--- src/hw/rtl/ccod_pkg.sv ---
// Shared types and constants for the CC attach and orientation debounce block.
// Depends on nothing; every other file in this block imports it.
`default_nettype none

package ccod_pkg;

  localparam int unsigned CodeW  = 12;
  localparam int unsigned TicksW = 20;
  localparam int unsigned CfgW   = 20;

  localparam logic [CodeW-1:0]  ThreshLowRst  = CodeW'(300 * 4095 / 3300);
  localparam logic [CodeW-1:0]  ThreshHighRst = CodeW'(2200 * 4095 / 3300);
  localparam logic [TicksW-1:0] DebounceRst   = TicksW'(40000);

  typedef enum logic {
    OP_SAMPLE = 1'b0,
    OP_TICK   = 1'b1
  } opcode_e;

  typedef enum logic [1:0] {
    REG_THRESH_LOW  = 2'd0,
    REG_THRESH_HIGH = 2'd1,
    REG_DEBOUNCE    = 2'd2,
    REG_NONE        = 2'd3
  } reg_idx_e;

  typedef enum logic [1:0] {
    LEVEL_LOW     = 2'd0,
    LEVEL_CONN    = 2'd1,
    LEVEL_HIGH    = 2'd2,
    LEVEL_UNKNOWN = 2'd3
  } level_e;

  typedef enum logic [1:0] {
    ORIENT_NONE = 2'd0,
    ORIENT_CC1  = 2'd1,
    ORIENT_CC2  = 2'd2,
    ORIENT_RSVD = 2'd3
  } orient_e;

  typedef struct packed {
    logic             opcode;
    logic             line_select;
    logic [CodeW-1:0] sample_code;
  } in_req_t;

  typedef struct packed {
    logic [1:0] active_orientation;
    logic [1:0] pending_orientation;
    logic       orientation_changed;
  } out_rsp_t;

endpackage

`default_nettype wire

--- src/hw/rtl/cc_attach_orientation_debounce_core.sv ---
// Top level of the CC attach and orientation debounce block.
// Depends on ccod_pkg for the request and response types and reset constants.
// A response is registered in the output entry or the skid entry. Throughput:
// one request per cycle while the skid entry is empty; a two-entry output
// register keeps input accepting while one response waits downstream.
// Reset clears line levels to unknown, orientations to none and the countdown.
`default_nettype none

module cc_attach_orientation_debounce_core (
  input  wire logic               clk_i,
  input  wire logic               rst_ni,
  input  wire logic               cfg_we_i,
  input  wire logic [1:0]         cfg_idx_i,
  input  wire logic [19:0]        cfg_wdata_i,
  input  wire logic               in_valid_i,
  output logic                    in_ready_o,
  input  wire ccod_pkg::in_req_t  in_req_i,
  output logic                    out_valid_o,
  input  wire logic               out_ready_i,
  output ccod_pkg::out_rsp_t      out_rsp_o
);
  import ccod_pkg::*;

  logic [CodeW-1:0]  thr_low_q, thr_high_q;
  logic [TicksW-1:0] deb_ticks_q;
  level_e            lvl_q [2];
  level_e            lvl_d [2];
  orient_e           active_q, active_d, pending_q, pending_d, next_orient;
  logic [TicksW-1:0] cnt_q, cnt_d, start_val;
  level_e            new_lvl;
  logic              changed;
  logic              accept, out_free;
  out_rsp_t          res, out_q, skid_q;
  logic              out_valid_q, skid_valid_q;

  assign accept     = in_valid_i & in_ready_o;
  assign in_ready_o = ~skid_valid_q;
  assign out_free   = ~out_valid_q | out_ready_i;
  assign start_val  = (deb_ticks_q == '0) ? TicksW'(1) : deb_ticks_q;

  always_ff @(posedge clk_i or negedge rst_ni) begin
    if (!rst_ni) begin
      thr_low_q   <= ThreshLowRst;
      thr_high_q  <= ThreshHighRst;
      deb_ticks_q <= DebounceRst;
    end else if (cfg_we_i) begin
      case (reg_idx_e'(cfg_idx_i))
        REG_THRESH_LOW:  thr_low_q   <= cfg_wdata_i[CodeW-1:0];
        REG_THRESH_HIGH: thr_high_q  <= cfg_wdata_i[CodeW-1:0];
        REG_DEBOUNCE:    deb_ticks_q <= cfg_wdata_i[TicksW-1:0];
        default: ;
      endcase
    end
  end

  always_comb begin
    if (in_req_i.sample_code < thr_low_q) begin
      new_lvl = LEVEL_LOW;
    end else if (in_req_i.sample_code > thr_high_q) begin
      new_lvl = LEVEL_HIGH;
    end else begin
      new_lvl = LEVEL_CONN;
    end

    lvl_d[0] = lvl_q[0];
    lvl_d[1] = lvl_q[1];
    if (in_req_i.line_select) begin
      lvl_d[1] = new_lvl;
    end else begin
      lvl_d[0] = new_lvl;
    end

    // A level of even parity is low or high; unknown counts as odd.
    if (lvl_d[0] == LEVEL_CONN && !lvl_d[1][0]) begin
      next_orient = ORIENT_CC1;
    end else if (!lvl_d[0][0] && lvl_d[1] == LEVEL_CONN) begin
      next_orient = ORIENT_CC2;
    end else begin
      next_orient = ORIENT_NONE;
    end

    active_d  = active_q;
    pending_d = pending_q;
    cnt_d     = cnt_q;
    changed   = 1'b0;
    case (opcode_e'(in_req_i.opcode))
      OP_SAMPLE: begin
        if (next_orient != pending_q) begin
          pending_d = next_orient;
          if (pending_q != active_q && next_orient == active_q) begin
            cnt_d = '0;
          end else begin
            cnt_d = start_val;
          end
        end
      end
      OP_TICK: begin
        if (cnt_q != '0) begin
          cnt_d = cnt_q - TicksW'(1);
          if (cnt_q == TicksW'(1)) begin
            active_d = pending_q;
            changed  = 1'b1;
          end
        end
      end
      default: ;
    endcase

    res.active_orientation  = active_d;
    res.pending_orientation = pending_d;
    res.orientation_changed = changed;
  end

  always_ff @(posedge clk_i or negedge rst_ni) begin
    if (!rst_ni) begin
      lvl_q[0]  <= LEVEL_UNKNOWN;
      lvl_q[1]  <= LEVEL_UNKNOWN;
      active_q  <= ORIENT_NONE;
      pending_q <= ORIENT_NONE;
      cnt_q     <= '0;
    end else if (accept) begin
      if (in_req_i.opcode == OP_SAMPLE) begin
        lvl_q[0] <= lvl_d[0];
        lvl_q[1] <= lvl_d[1];
      end
      active_q  <= active_d;
      pending_q <= pending_d;
      cnt_q     <= cnt_d;
    end
  end

  always_ff @(posedge clk_i or negedge rst_ni) begin
    if (!rst_ni) begin
      out_valid_q  <= 1'b0;
      skid_valid_q <= 1'b0;
    end else if (out_free) begin
      if (skid_valid_q) begin
        out_valid_q  <= 1'b1;
        skid_valid_q <= 1'b0;
      end else begin
        out_valid_q <= accept;
      end
    end else if (accept) begin
      skid_valid_q <= 1'b1;
    end
  end

  always_ff @(posedge clk_i) begin
    if (out_free) begin
      if (skid_valid_q) begin
        out_q <= skid_q;
      end else if (accept) begin
        out_q <= res;
      end
    end else if (accept) begin
      skid_q <= res;
    end
  end

  assign out_valid_o = out_valid_q;
  assign out_rsp_o   = out_q;

endmodule

`default_nettype wire

--- config.mk ---
export PLATFORM = sky130hd
export DESIGN_NAME = cc_attach_orientation_debounce_core
export DESIGN_NICKNAME = d
export VERILOG_FILES = /design/src/hw/rtl/ccod_pkg.sv /design/src/hw/rtl/cc_attach_orientation_debounce_core.sv
export SDC_FILE = /design/constraint.sdc
export NUM_CORES = 1
export LEC_CHECK = 0
export BUFFER_PORTS_ARGS = -buffer_cell sky130_fd_sc_hd__clkbuf_2
export CAP_MARGIN = 20
export CORE_MARGIN = 5
export CORE_UTILIZATION = 38
export DETAILED_ROUTE_END_ITERATION = 10
export GPL_TIMING_DRIVEN = 0
export SYNTH_ARGS = -nofsm -noshare
export SYNTH_HDL_FRONTEND = slang
export SYNTH_SLANG_ARGS = --single-unit
export TNS_END_PERCENT = 10
--- constraint.sdc ---
create_clock -name clk_i -period 6.6 [get_ports clk_i]
set_input_delay 1.32 -clock clk_i [delete_from_list [all_inputs] [get_ports clk_i]]
set_output_delay 1.32 -clock clk_i [all_outputs]
set_load 0.01 [all_outputs]
# After elaboration in Yosys (flattened, before gate mapping)
# Index checks and enable logic that the tools add are counted.
# op_classes
add_sub_neg,1
magnitude_cmp,2
n_eq_ne,10
muxes,24
bitwise_logic,6
reduce_logical,17
# op_table
op,count
2-to-1 mux 20 bit,4
case mux 20 bit (2 select lines),1
2-to-1 mux 2 bit,11
"equality test 20 x 1 -> 1 bit, second input constant",1
logical NOT 20 bit,1
nonzero test 20 bit,1
"subtractor 20 x 1 -> 20 bit, second input constant",1
> comparator 12 bit,1
less-than comparator 12 bit,1
AND reduction 2 bit,6
2-to-1 mux 5 bit,2
"equality test 2 x 1 -> 1 bit, second input constant",3
2-to-1 mux 1 bit,6
inequality test 2 bit,2
NOT 1 bit,4
nonzero test 2 bit,2
logical AND 1 bit,3
AND reduction 3 bit,1
equality test 2 bit,1
"equality test 2 bit, second input constant",1
logical NOT 1 bit,2
logical NOT 2 bit,1
"inequality test 2 x 1 -> 1 bit, second input constant",1
"inequality test 2 bit, second input constant",1
2 further kinds,2
# totals
reg_bits,84
in_bits,41

# Logic depth before layout (Yosys ltp)
# Gate-level depths: netlist (run 1).
# logic_depth
ltp_word,13
ltp_mapped,13
mapped_depth_nobuf,11

# Worst setup path before layout (run 1)
# No wires, ideal clock.
# synth_path
path_kind,input to register
startpoint,in in_req_i[7] in the netlist's numbering
endpoint,reg cnt_q[1]
setup_ns,0.079
arrival_ns,3.653
t_required_ns,6.521
path_slack_ns,2.868
cell_stages,12
path_cell_list,ha_1 a21oi_1 o21ai_1 a221oi_2 a21oi_2 nor4b_2 o21ai_0 a221oi_2 buf_4 nand2b_4 buf_6 mux2i_1
# synth_via
elab_chain_len,13
# synth_lines
element,line_no,rtl
"start, declared",cc_attach_orientation_debounce_core.sv:17,"input wire ccod_pkg::in_req_t in_req_i,"
> comparator 12 bit,cc_attach_orientation_debounce_core.sv:59,end else if (in_req_i.sample_code > thr_high_q) begin
2-to-1 mux 2 bit,cc_attach_orientation_debounce_core.sv:59,
2-to-1 mux 2 bit (*),cc_attach_orientation_debounce_core.sv:57,if (in_req_i.sample_code < thr_low_q) begin
2-to-1 mux 2 bit,cc_attach_orientation_debounce_core.sv:67,if (in_req_i.line_select) begin
equality test 2 x 1 -> 1 bit or logical NOT 1 bit (tied branches),cc_attach_orientation_debounce_core.sv:76,end else if (!lvl_d[0][0] && lvl_d[1] == LEVEL_CONN) begin
logical AND 1 bit,cc_attach_orientation_debounce_core.sv:76,
2-to-1 mux 2 bit,cc_attach_orientation_debounce_core.sv:76,
2-to-1 mux 2 bit (*),cc_attach_orientation_debounce_core.sv:74,if (lvl_d[0] == LEVEL_CONN && !lvl_d[1][0]) begin
equality test 2 bit,cc_attach_orientation_debounce_core.sv:90,if (pending_q != active_q && next_orient == active_q) begin
logical AND 1 bit,cc_attach_orientation_debounce_core.sv:90,
2-to-1 mux 20 bit,cc_attach_orientation_debounce_core.sv:90,
2-to-1 mux 20 bit,cc_attach_orientation_debounce_core.sv:88,if (next_orient != pending_q) begin
case mux 20 bit (2 select lines),cc_attach_orientation_debounce_core.sv:86,case (opcode_e'(in_req_i.opcode))
"end signal, assigned",cc_attach_orientation_debounce_core.sv:128,cnt_q <= cnt_d;
"end, declared",cc_attach_orientation_debounce_core.sv:29,"logic [TicksW-1:0] cnt_q, cnt_d, start_val;"
# Every way passes the cells marked *; elsewhere a longest branch is shown, timed or not. The select of a mux whose other input is x is not followed.
# A chain may end at the register's enable or synchronous reset.

# Worst setup path in the final report (run 1)
# layout_path
startpoint,in in_req_i[7] in the netlist's numbering
endpoint,reg cnt_q[10]
# Same word-level chain as after synthesis.

==> run summary, run 1 <==
After detailed routing, the total wire length is 11740 um. Dividing the detail-routed via count by the number of cells gives 5.432. After clock tree synthesis, the flow added hold-fix buffers numbering 0. Timing would allow up to 253.9 MHz. For the arrival time of data at the critical path endpoint, the log shows 4.21 ns.

The tools report the initial core utilization as 38.38%. The worst setup path is captured at a flop. For this run, the detailed router's first-pass iteration total came to 5. Synthesis produced a netlist with a net count of 548.

The synthesis-stage register bit count works out to 84. Walking the worst path, the cells encountered are clkbuf_2 > ha_1 > a21oi_1 > o21ai_1 > a221oi_2 > a21oi_2 > nor4_1 > nor4_1 > a211oi_2 > buf_4 > a211oi_1 > o21ai_0. In this run the remaining antenna-violating nets after routing total 0.

TritonCTS built the clock tree. The die covers 14940 um^2. Dividing the synthesized area by the synthesized cell count gives 9.927 um^2. The CTS buffer count was 9; the longest individual stage delay on the worst path was 0.69 ns. The warning count from the yosys run was 0. The initial antenna violation count is 0, and the number of DRC violations after detailed-routing iteration 0 is 310. The count of standard-cell rows was 41.

The area taken by multi-input logic gates is 2389 um^2. The smallest hold slack is 0.4768 ns, and the count of cells resized by post-cts repair is 0. CTS saw 84 sinks.

The via count of the first global-routing pass is 3831, and the share of the yosys chip area belonging to registers is 45.50%. In the synthesized netlist, the number of instances is 482. On the final layout, the worst clock skew is 0.006196 ns. The fraction of the cycle the final worst path needs is 59.68%, and the post-route DRC violation count is 0. In this run the post-CTS setup repair buffer count came out at 0.

Relative to the synthesized area, the layout overhead comes to 15.72%. The buffer cell driving the clock tree root is sky130_fd_sc_hd__clkbuf_16. In this run, distinct cell masters in the synthesized netlist total 51. The mean routed wirelength per cell was 16.40 um. The worst min-delay path category is reg2reg. Summed over all nets, the half-perimeter wirelength after detailed placement is 8666 um.

The clock tree synthesis step divided the H-tree into 3 levels. The most frequent standard cell in the layout excluding fill and tap cells was sky130_fd_sc_hd__o21ai_0. The share of synthesized registers carrying an async set or reset is 88.10%. The maximum net fanout on the critical path was 10. The library cell contributing the largest single delay on the critical path is sky130_fd_sc_hd__a211oi_2. The worst pin sits at a relative slew slack of 47.53%.

Routability-driven placement finished with a final weighted congestion of 0.8914. Startpoint type of the worst setup path: an input port. At the later pin of the worst-skew pair, clock insertion delay measures 0.35 ns. In this run, synthesis inferred 10 flip-flops with an integrated enable. The logs give 0 for the max-slew violation count and 0 for the total of endpoints with negative setup slack in the final report. Among all flip-flop cells after synthesis, the most frequent one is sky130_fd_sc_hd__dfrtp_1.

The number of failing hold endpoints at the final stage was 0; the number of max-capacitance violations reported was 0. The global-route wire length before repair came out at 19310 um. The I/O pin total was 48; the number of buffer and inverter instances along the worst setup path was 2.

Setup repair after global routing left no endpoint under its margin. From bottom edge to top edge, the die measures 122.2 um. For the pin with the worst max-slew slack, the measured transition is 0.7856 ns. The count of buffers from port buffering was 45. Antenna diode count: 0.

The final route contains 3889 vias. Setup total negative slack on the finished layout was measured at 0 ns. The tools report the leakage power of the design as 2.354 nW. The run finished with clean final reports.

The setup slack after layout was 2.661 ns. In this run the cell area of the synthesized design comes to 4785 um^2. The area occupied by registers is 2177 um^2, and the core area is 12470 um^2. After global routing the overflow that remains totals 0.

The worst setup path is of the in2reg kind. After detailed routing, no signal wire sits above met4. The routed design could run at a clock period as short as 3.939 ns. The clock passes through at most 2 buffers. Entering global routing, the biggest net connects 55 pins. The die span in x is 122.2 um. The data required time of the critical path was 6.87 ns; the peak supply drop was 139.8 uV.

Dividing total power by cell area gives a power density of 332.7 nW/um^2. Cell occurring most often along the worst timing path: sky130_fd_sc_hd__nor4_1. The fraction of final layout cells sized beyond drive strength 1 came out at 24.63%. Worst slack at placement: 2.283 ns. Fill cells in the final layout number 1200. The library cells used most frequently in the layout, excluding fill and tap cells, are 71 x sky130_fd_sc_hd__o21ai_0, 54 x sky130_fd_sc_hd__dfrtp_1, 44 x sky130_fd_sc_hd__nand2_1, 44 x sky130_fd_sc_hd__clkbuf_2, 39 x sky130_fd_sc_hd__mux2_2. The critical path's top delay family is compound AO/OA/AOI/OAI gates. Across every metal layer, demand over resource in global routing totals 16.60%. Total met2 wirelength after detailed routing: 5556 um. Final net count: 605. Detailed routing placed a total of 614 um of wire on met3.

Clock-pin slew was measured on the worst setup and hold paths at 0.06 ns. The detailed router put a total of 5296 um of wire on met1.
==> through the flow <==
step / power [W] / cells / area [um^2] / util (%)
after floorplan: 0.001178 / 482 / 4785 / -
after global placement: 0.001336 / 699 / 5225 / 41.92
after detailed placement: 0.001356 / 700 / 5255 / 42.16
after CTS: 0.001850 / 716 / 5537 / 44.41
after global routing: 0.001963 / 716 / 5537 / 44.41
final: 0.001842 / 716 / 5537 / 44.41
==> tightest hold or removal path, delay by kind of cell, from the launching register on <==
kind,cells,cell delay [ns]
flops,1,0.37
compound gates,1,0.06
simple gates,1,0.04
==> flip-flops by register name, summed over array words and instances (netlist names), 2 cells and up <==
register / count
thr_low_q: 12
active_q: 2
pending_q: 2
thr_high_q: 12
out_rsp_o: 5
cnt_q: 20
lvl_q: 4
skid_q: 5
deb_ticks_q: 20
==> synth_stat cells (2+ instances only) <==
library cell | count | area, um^2
sky130_fd_sc_hd__o21ai_0 | 71 | 355.3
sky130_fd_sc_hd__dfrtp_1 | 54 | 1351
sky130_fd_sc_hd__nand2_1 | 44 | 165.2
sky130_fd_sc_hd__mux2_2 | 39 | 439.2
sky130_fd_sc_hd__inv_1 | 30 | 112.6
sky130_fd_sc_hd__ha_1 | 25 | 312.8
sky130_fd_sc_hd__nor2b_1 | 22 | 137.6
sky130_fd_sc_hd__nor2_1 | 21 | 78.83
sky130_fd_sc_hd__dfstp_2 | 20 | 525.5
sky130_fd_sc_hd__a221oi_1 | 17 | 148.9
sky130_fd_sc_hd__nor3_1 | 16 | 80.08
sky130_fd_sc_hd__a21oi_1 | 13 | 65.06
sky130_fd_sc_hd__clkbuf_1 | 12 | 45.04
sky130_fd_sc_hd__edfxtp_1 | 10 | 300.3
sky130_fd_sc_hd__nor4_1 | 9 | 56.30
sky130_fd_sc_hd__nand4_1 | 6 | 37.54
sky130_fd_sc_hd__nor3b_1 | 6 | 45.04
sky130_fd_sc_hd__o31ai_1 | 6 | 45.04
sky130_fd_sc_hd__or3_1 | 5 | 31.28
sky130_fd_sc_hd__and3_1 | 4 | 25.02
sky130_fd_sc_hd__o21a_1 | 4 | 30.03
sky130_fd_sc_hd__a211oi_1 | 3 | 22.52
sky130_fd_sc_hd__a21o_1 | 3 | 22.52
sky130_fd_sc_hd__and3b_1 | 3 | 26.28
sky130_fd_sc_hd__buf_4 | 3 | 22.52
sky130_fd_sc_hd__nand3_1 | 3 | 15.01
sky130_fd_sc_hd__a221oi_2 | 2 | 30.03
sky130_fd_sc_hd__buf_6 | 2 | 22.52
sky130_fd_sc_hd__clkinv_1 | 2 | 7.510
sky130_fd_sc_hd__nand2b_1 | 2 | 12.51
sky130_fd_sc_hd__nand3b_1 | 2 | 15.01
sky130_fd_sc_hd__o21ai_1 | 2 | 10.01
sky130_fd_sc_hd__o41ai_1 | 2 | 17.52
sky130_fd_sc_hd__or2_2 | 2 | 12.51
==> power breakdown <==
group | internal, W | switching (W)
clock network | 0.000276 | 0.000212
registers | 0.000673 | 0.000106
logic | 0.000245 | 0.000331
==> cell type report <==
| type | instances | area share [%] |
|---|---|---|
| well taps | 172 | 3.887 |
| plain buffers | 19 | 1.785 |
| clock buffers | 13 | 4.701 |
| clock inverters | 3 | 0.3842 |
| flip-flops and latches | 84 | 39.32 |
| repair buffers | 46 | 4.610 |
| multi-input cells | 347 | 43.14 |
| inverters | 32 | 2.169 |
==> cells by family after synthesis <==
group	after synthesis	synth area share, %
compound gates	129	16.76
xor+xnor	2	0.5231
fa+ha+maj	25	6.538
buf+inv	51	4.576
flops	84	45.50
mux	40	9.388
simple gates	151	16.71
==> layer usage <==
metal	GRT usage, %	vias up
met4	7.978	0
met2	26.38	107
met5	0	-
li1	-	1872
met3	3.548	23
met1	21.60	1887
==> worst paths after layout <==
| path | from | end | slack, ns | cells past startpoint |
|---|---|---|---|---|
| worst max-delay path | in_req_i[7] | cnt_q[10] | 2.66 | 12 |
| worst min-delay path | lvl_q[1] | lvl_q[1] | 0.48 | 2 |
| worst max register to register | thr_high_q[7] | cnt_q[10] | 3.18 | 12 |
| worst min register to register | lvl_q[1] | lvl_q[1] | 0.48 | 2 |
| max in group asynchronous | rst_ni | thr_low_q[5] | 5.08 | 2 |
| min in group asynchronous | rst_ni | cnt_q[19] | 0.90 | 1 |
Power figures use the tool's default switching activity.
==> run 2: changes to the inputs <==
Settings changed: ABC_AREA from default to 1.
Clock period 6.6 ns to 3.89 ns, I/O delays scaled along.
==> run summary, run 2 <==
The flow ran to the end, and the final reports show no timing, DRC or antenna violations. The leakage power of the design is 2.983 nW (+27%), and the synthesis-stage register bit count is 84 (unchanged). The run gives 84 (unchanged) as the number of clock sinks.

Total of endpoints with negative setup slack in the final report: 0 (unchanged). The tree is rooted in a sky130_fd_sc_hd__clkbuf_16. Among all cell types in the netlist, the one instantiated most often is sky130_fd_sc_hd__nand2_1. Setup repair after global routing left no endpoint under its margin. The run gives 0 (unchanged) as the max-slew violation count. For the total nets after synthesis, the log shows 736 (+34%). The buffer depth of the longest clock path was 2 (unchanged); the mean number of vias per cell was 4.729 (-13%).

TritonCTS built the clock tree. The run gives 3 (unchanged) as the deepest level of the CTS H-tree. The tools report the number of failing hold endpoints at the final stage as 0 (unchanged). The combined area of all synthesized cells is 5051 um^2 (+5.6%), and the post-layout total power is 0.003240 W (+76%). The mean routed wirelength per cell was 12.49 um (-24%); the hold buffer count at CTS was 0 (unchanged). The run gives 13140 um^2 (+5.4%) as the core area. The area of the die was 15700 um^2 (+5.1%); the total congestion overflow after global routing was 0 (unchanged). The total global routing track utilization is 14.98% (-1.6 points), and the met2 track demand over resource in global routing is 24.42% (-2.0 points). The fraction of the cycle the final worst path needs is 70.47%, and the number of instances in the synthesized netlist is 670 (+39%). The area growth from synthesis to layout is 15.18%.

The tools report the post-route DRC violation count as 0 (unchanged). The run gives 2.98 ns (-1.23 ns) as the arrival time of data at the critical path endpoint. The initial antenna violation count is 0 (unchanged), and the die boundary height is 125.3 um (+2.5%). The count of buffers from port buffering is 46 (+2.2%). The per-instance average area after synthesis is 7.539 um^2 (-24%). The tools report the met3 global-route usage as 3.070% (-0.48 points). The distinct cell type count after synthesis was 35 (-31%). The tools report the final net count as 794 (+31%). Of all cell types, the one taking the most synthesized area is sky130_fd_sc_hd__dfrtp_1.

The met1 usage in global routing is 20.22% (-1.4 points). The critical path is of the in2reg type. Data required time of the critical path: 4.12 ns (-2.75 ns). The fraction of final layout cells sized beyond drive strength 1 was 17.74% (-6.9 points); the number of detailed-routing iterations run before antenna repair was 4 (-1). In this run the most used layer during global routing was met2. The clock latency reported for the late side of the worst-skew pair was 0.34 ns (about the same); the die span in x was 125.3 um (+2.5%). The run gives 364.8 MHz as the maximum clock rate.

The path class of the tightest hold or removal check is in2async. The clock-pin transition on the worst setup and hold timing paths is 0.06 ns (about the same). The relative slew slack is 64.69% (+17 points), and the CTS buffer count is 9 (unchanged).

The logs give 11360 um (-3.3%) for the sum of routed wire length over all layers and 229.3 uV (+64%) for the peak supply drop. Share of the yosys chip area belonging to registers: 43.10% (-2.4 points). The proportion of netlist area held by the largest area contributor is 26.75% (-1.5 points), and the half-perimeter wire length after detailed placement is 8913 um (+2.9%). The warning count from the yosys run is 0 (unchanged), and the global-route wire length before repair is 19440 um (+0.71%).

Most frequent standard cell in the layout excluding fill and tap cells: sky130_fd_sc_hd__nand2_1. The largest net degree at the start of global routing is 56 (+1.8%). The most used flip-flop cell after synthesis is sky130_fd_sc_hd__dfrtp_1. The largest registers in the layout are cnt_q x20, deb_ticks_q x20. The startpoint type of the worst setup path is an input port.

The share of synthesized registers carrying an async set or reset came out at 88.10% (unchanged). The final weighted congestion in routability-driven placement is 0.8429 (-5.4%), and the slew at the pin with the worst max-slew slack is 0.5296 ns (-0.2560 ns). The antenna diode count was 0 (unchanged).

The top cell types in the final layout, fill and taps aside, are 192 x sky130_fd_sc_hd__nand2_1, 90 x sky130_fd_sc_hd__inv_1, 70 x sky130_fd_sc_hd__o21ai_0. By area the synthesized netlist is led by sky130_fd_sc_hd__dfrtp_1 27%, sky130_fd_sc_hd__nand2_1 14%, sky130_fd_sc_hd__dfstp_2 10%. The maximum net fanout on the critical path was 10 (unchanged). The number of enable flip-flop cells after synthesis is 10 (unchanged). The number of buffers inserted to repair setup after CTS is 0 (unchanged). The number of routed nets with antenna violations is 0 (unchanged), and the number of vias after detailed routing is 4299 (+11%).

The power density over cell area was 556.9 nW/um^2 (+67%). The run gives 211 (-32%) as the number of DRC violations after detailed-routing iteration 0. The setup TNS is 0 ns (unchanged), and the final period demand of the worst path is 2.741 ns. The tools report the initial core utilization as 38.45% (+0.066 points). The count of cells resized by post-cts repair is 0 (unchanged). Number of max-capacitance violations reported: 0 (unchanged). The I/O pin total is 48 (unchanged). The via count of the first global-routing pass is 4185 (+9.2%), and the final worst clock skew is 0.005522 ns (-0.0006738 ns).

STA classifies the critical path endpoint as a flop. The count of standard-cell rows was 42 (+2.4%). Ranked by instance count, the synthesized netlist is headed by 192 x sky130_fd_sc_hd__nand2_1, 90 x sky130_fd_sc_hd__inv_1, 70 x sky130_fd_sc_hd__o21ai_0.
## run 2: cell types whose count changed after synthesis, sizes merged, moves of 10 or more
| cell | change |
|---|---|
| nor2b | -22 |
| a21oi | +14 |
| nor2 | +53 |
| nand2 | +162 |
| nand3 | +10 |
| inv | +65 |
| a221oi | -19 |
| mux2 | -39 |
| nor3 | -11 |
## run 2: layout make-up
class	instances	area, um^2
flip-flops and latches	84	2177
repair buffers	47	260.3
inverters	96	360.3
well taps	176	220.2
clock inverters	5	53.80
clock buffers	11	232.7
plain buffers	22	126.4
fillers	1371	7320
multi-input cells	468	2387
## run 2: worst max-delay path, cell delays in order
cell and delay (ns):
sky130_fd_sc_hd__clkbuf_2 0.10, sky130_fd_sc_hd__ha_1 0.32, sky130_fd_sc_hd__a21oi_1 0.13, sky130_fd_sc_hd__o21ai_0 0.14, sky130_fd_sc_hd__nor2_1 0.19, sky130_fd_sc_hd__nand2_1 0.16, sky130_fd_sc_hd__nand3_1 0.13, sky130_fd_sc_hd__nand2_1 0.08
sky130_fd_sc_hd__nand2_2 0.11, sky130_fd_sc_hd__nand3_4 0.09, sky130_fd_sc_hd__nand2_1 0.06, sky130_fd_sc_hd__nand2_1 0.09, sky130_fd_sc_hd__buf_2 0.18, sky130_fd_sc_hd__o21ai_0 0.23, sky130_fd_sc_hd__nand2_1 0.09, sky130_fd_sc_hd__nand2_1 0.06
sky130_fd_sc_hd__nand2_1 0.04
## run 2: power by group
group	switching (W)	internal, W	leakage, nW
registers	0.000185	0.00112	0.979
logic	0.000677	0.000418	1.86
clock network	0.000344	0.000496	0.140
total	0.00120	0.00204	2.98
## run 2: path summary, 6_finish.rpt
check	startpoint	end	depth (start not counted)	slack, ns
max reg2reg	thr_high_q[11]	cnt_q[11]	16	1.22
max in group asynchronous	rst_ni	thr_low_q[6]	2	2.90
min in group clk_i	lvl_q[3]	lvl_q[3]	2	0.49
max	in_req_i[11]	cnt_q[11]	17	1.15
min	rst_ni	cnt_q[7]	1	0.36
min reg2reg	lvl_q[3]	lvl_q[3]	2	0.49
## run 2: cell families after synthesis
family	synth area share, %
and+or+nand+nor	28.51
DFF	43.10
adders and majority gates	6.193
xor gates and xnor gates	1.214
buffers and inverters	9.636
AOI/OAI and AO/OA	11.35
## run 2: stage by stage
stage | std cells | hold WS, ns | worst slack (ns) | instance area [um^2] | utilization [%]
final | 909 | 0.3570 | 1.149 | 5818 | 44.29
after global routing | 909 | 0.3742 | 0.8810 | 5818 | 44.29
after CTS | 909 | 0.3597 | 1.110 | 5818 | 44.29
after detailed placement | 893 | 0.4745 | 0.7610 | 5532 | 42.10
after global placement | 892 | 0.4686 | 0.7791 | 5502 | 41.88
after floorplan | 670 | 0.4530 | 1.430 | 5051 | -
## run 2: layer usage
metal	vias to the layer above	share of wire, %
met5	-	0
met4	0	1.6
met3	13	3.9
met2	66	46
met1	1988	49
li1	2232	-
==> run 3: changes to the inputs <==
Clock period 3.89 ns to 2.7 ns, I/O delays scaled along.
==> run summary, run 3 (synthesis gave the netlist of run 2 again) <==
STA classifies the critical path startpoint as a flop. For the peak supply drop, the log shows 334.3 uV (+46%). The initial core utilization is 38.45% (unchanged), and the sum of routed wire length over all layers is 11520 um (+1.4%). For the maximum clock rate, the log shows 392.3 MHz.

For the number of buffers inserted to repair setup after CTS, the log shows 0 (unchanged). The net switching component of the power came out at 0.001800 W (+49%). The critical path's top delay family was simple AND/OR/NAND/NOR gates. The run gives 35.3% (+1.5 points) as the combinational fraction of design power. The mean routed wirelength per cell came out at 12.67 um (+1.4%).

The CTS buffer count is 9 (unchanged), and the max-slew violation count is 0 (unchanged). The deepest level of the CTS H-tree came out at 3 (unchanged). The met3 global-route usage is 3.070% (unchanged). Cell occurring most often along the worst timing path: sky130_fd_sc_hd__nand2_1. On the critical path, the stage with the largest delay is an instance of sky130_fd_sc_hd__dfstp_2.

The logs give 48 (unchanged) for the I/O pin total and 0.005881 ns (+0.0003586 ns) for the final worst clock skew. The clock-pin transition on the worst setup and hold timing paths is 0.06 ns (about the same). The tools report the clock latency reported for the late side of the worst-skew pair as 0.34 ns (about the same). The critical path goes through inv_1 > ha_1 > nand2_1 > inv_2 > nand2_4 > inv_1 > nand2_1 > nand3_2 > nand2_2 > nand3_1 > nand2_1 > nand3_4 > nand2_1 > nand2_2 > buf_6 > o21ai_2 > nand2_1 > nand2_1 > nand2_1. The final period demand of the worst path was 2.549 ns; the slew at the pin with the worst max-slew slack was 0.5195 ns (-0.01016 ns). The half-perimeter wire length after detailed placement was 8913 um (unchanged); the number of failing hold endpoints at the final stage was 0 (unchanged). The leakage power of the design was 3.000 nW (+0.57%); the met2 track demand over resource in global routing was 24.42% (unchanged). The number of clock sinks is 84 (unchanged). The number of buffer and inverter instances along the worst setup path works out to 4 (+2). The largest net degree at the start of global routing was 56 (unchanged). The share of power burned in the clock network is 25.3% (-0.6 points), and the final net count is 794 (unchanged). The tools report the smallest hold slack as 0.1200 ns (-0.2370 ns). The type of destination of the critical path is a flop. TritonCTS built the clock tree.

The number of routed nets with antenna violations came out at 0 (unchanged). The worst register-to-register path begins at thr_high_q[11]. The logs give 20.22% (unchanged) for the met1 usage in global routing and 4318 (+0.44%) for the number of vias after detailed routing.

The die span in x was 125.3 um (unchanged); the mean number of vias per cell was 4.750 (+0.44%). The count of standard-cell rows was 42 (unchanged). Buffer cell driving the clock tree root: sky130_fd_sc_hd__clkbuf_16. The switching share of power is 37.72% (+0.54 points), and the buffer depth of the longest clock path is 2 (unchanged). Leaving out fill and tap cells, the most frequent cell in the layout is sky130_fd_sc_hd__nand2_1. For the total of fill cells in the finished design, the log shows 1368 (-0.22%). The start point of the critical path was thr_high_q[11]. The setup path with the least slack is of type reg2reg. The growth of design area from synthesis to finish came out at 17.02%. The logs give 14.98% (unchanged) for the total global routing track utilization and 44.99% (+0.70 points) for the final design utilization. The fraction of final layout cells sized beyond drive strength 1 works out to 19.78% (+2.0 points). The initial antenna violation count is 0 (unchanged). The count of buffers from port buffering came out at 46 (unchanged). Of the available clock period, the critical path in the final layout requires 94.42%.

Setup repair after global routing could not meet its margin everywhere. Internal power consumption: 0.002972 W (+46%). Maximum net fanout on the critical path: 10 (unchanged). The worst min-delay path category was in2async. The tools report the number of max-capacitance violations reported as 0 (unchanged). The final weighted congestion in routability-driven placement came out at 0.8429 (unchanged).

The most used routing layer is met2. Power share of the sequential group: 39.4% (-0.9 points). For the core area, the log shows 13140 um^2 (unchanged). The global-route wire length before repair is 19440 um (unchanged), and the hold buffer count at CTS is 0 (unchanged). The post-route DRC violation count is 0 (unchanged). Leaving out fill and tap cells, the most frequent cells in the layout are 190 x sky130_fd_sc_hd__nand2_1, 90 x sky130_fd_sc_hd__inv_1, 68 x sky130_fd_sc_hd__nor2_1.

The tools report the area of the die as 15700 um^2 (unchanged). The number of detailed-routing iterations run before antenna repair is 4 (unchanged), and the total congestion overflow after global routing is 0 (unchanged). The logs give 2.78 ns (-0.20 ns) for the arrival time of data at the critical path endpoint and 187 (-11%) for the number of DRC violations after detailed-routing iteration 0. The total of endpoints with negative setup slack in the final report was 0 (unchanged); the power density over cell area was 807.5 nW/um^2 (+45%). The via count of the first global-routing pass came out at 4185 (unchanged). In the final layout, the registers with the most flip-flops are cnt_q x20, deb_ticks_q x20. The relative slew slack was 65.37% (+0.68 points). The flow ran to the end, and the final reports show no timing, DRC or antenna violations. The data required time of the critical path is 2.93 ns (-1.19 ns). The die boundary height is 125.3 um (unchanged). The antenna diode count is 0 (unchanged), and the longest individual stage delay on the worst path is 0.53 ns (+0.21 ns).
==> run 3: cell counts in the layout (fill, tap and decap cells not counted) <==
No cell type changed its count.
==> run 3: area by class of cell <==
| class | count | area (um^2) | share of cell area, % |
|---|---|---|---|
| Multi-Input combinational cell | 468 | 2464 | 41.68 |
| Sequential cell | 84 | 2177 | 36.83 |
| Inverter | 96 | 360.3 | 6.097 |
| Timing Repair Buffer | 47 | 260.3 | 4.403 |
| Clock buffer | 11 | 232.7 | 3.937 |
| Tap cell | 176 | 220.2 | 3.726 |
| Buffer | 22 | 142.6 | 2.413 |
| Clock inverter | 5 | 53.80 | 0.9102 |
==> run 3: power by group through the flow <==
stage,sequential (W),combinational [W],clock (W)
floorplan,0.00184,0.00123,0
global placement,0.00189,0.00153,0
detailed placement,0.00190,0.00159,0
CTS,0.00188,0.00160,0.00124
global route,0.00193,0.00196,0.00130
finish,0.00188,0.00168,0.00121
==> run 3: metrics by stage <==
| stage | std cells | TNS, ns | setup WS (ns) | total power [W] | instance area, um^2 |
|---|---|---|---|---|---|
| 2_1_floorplan | 670 | 0 | 0.4779 | 0.003067 | 5051 |
| 3_3_place_gp | 892 | -1.698 | -0.1729 | 0.003427 | 5502 |
| 3_5_place_dp | 893 | -2.103 | -0.1910 | 0.003481 | 5532 |
| 4_1_cts | 909 | 0 | 0.02089 | 0.004715 | 5818 |
| 5_1_grt | 909 | -0.2642 | -0.05671 | 0.005191 | 5911 |
| 6_report | 909 | 0 | 0.1508 | 0.004773 | 5911 |
==> run 3: worst paths after layout <==
kind / slack [ns] / cells after the start / end
hold / removal: 0.12 / 1 / cnt_q[11]
setup / recovery: 0.15 / 19 / cnt_q[3]
min in group clk_i: 0.41 / 3 / deb_ticks_q[15]
max in group asynchronous: 1.95 / 2 / thr_low_q[6]
setup reg to reg: 0.15 / 19 / cnt_q[3]
hold reg to reg: 0.49 / 2 / lvl_q[3]
==> run 3: timing repair <==
action / in CTS / in global routing
resized for setup: 1 / 32
pin swaps: 0 / 2
endpoints found under the setup margin: 1 / 20
==> run 3: layer usage <==
| layer | routed length, um | vias to the layer above |
|---|---|---|
| li1 | - | 2237 |
| met1 | 5454 | 1989 |
| met2 | 5389 | 81 |
| met3 | 535 | 11 |
| met4 | 142 | 0 |
| met5 | 0 | - |
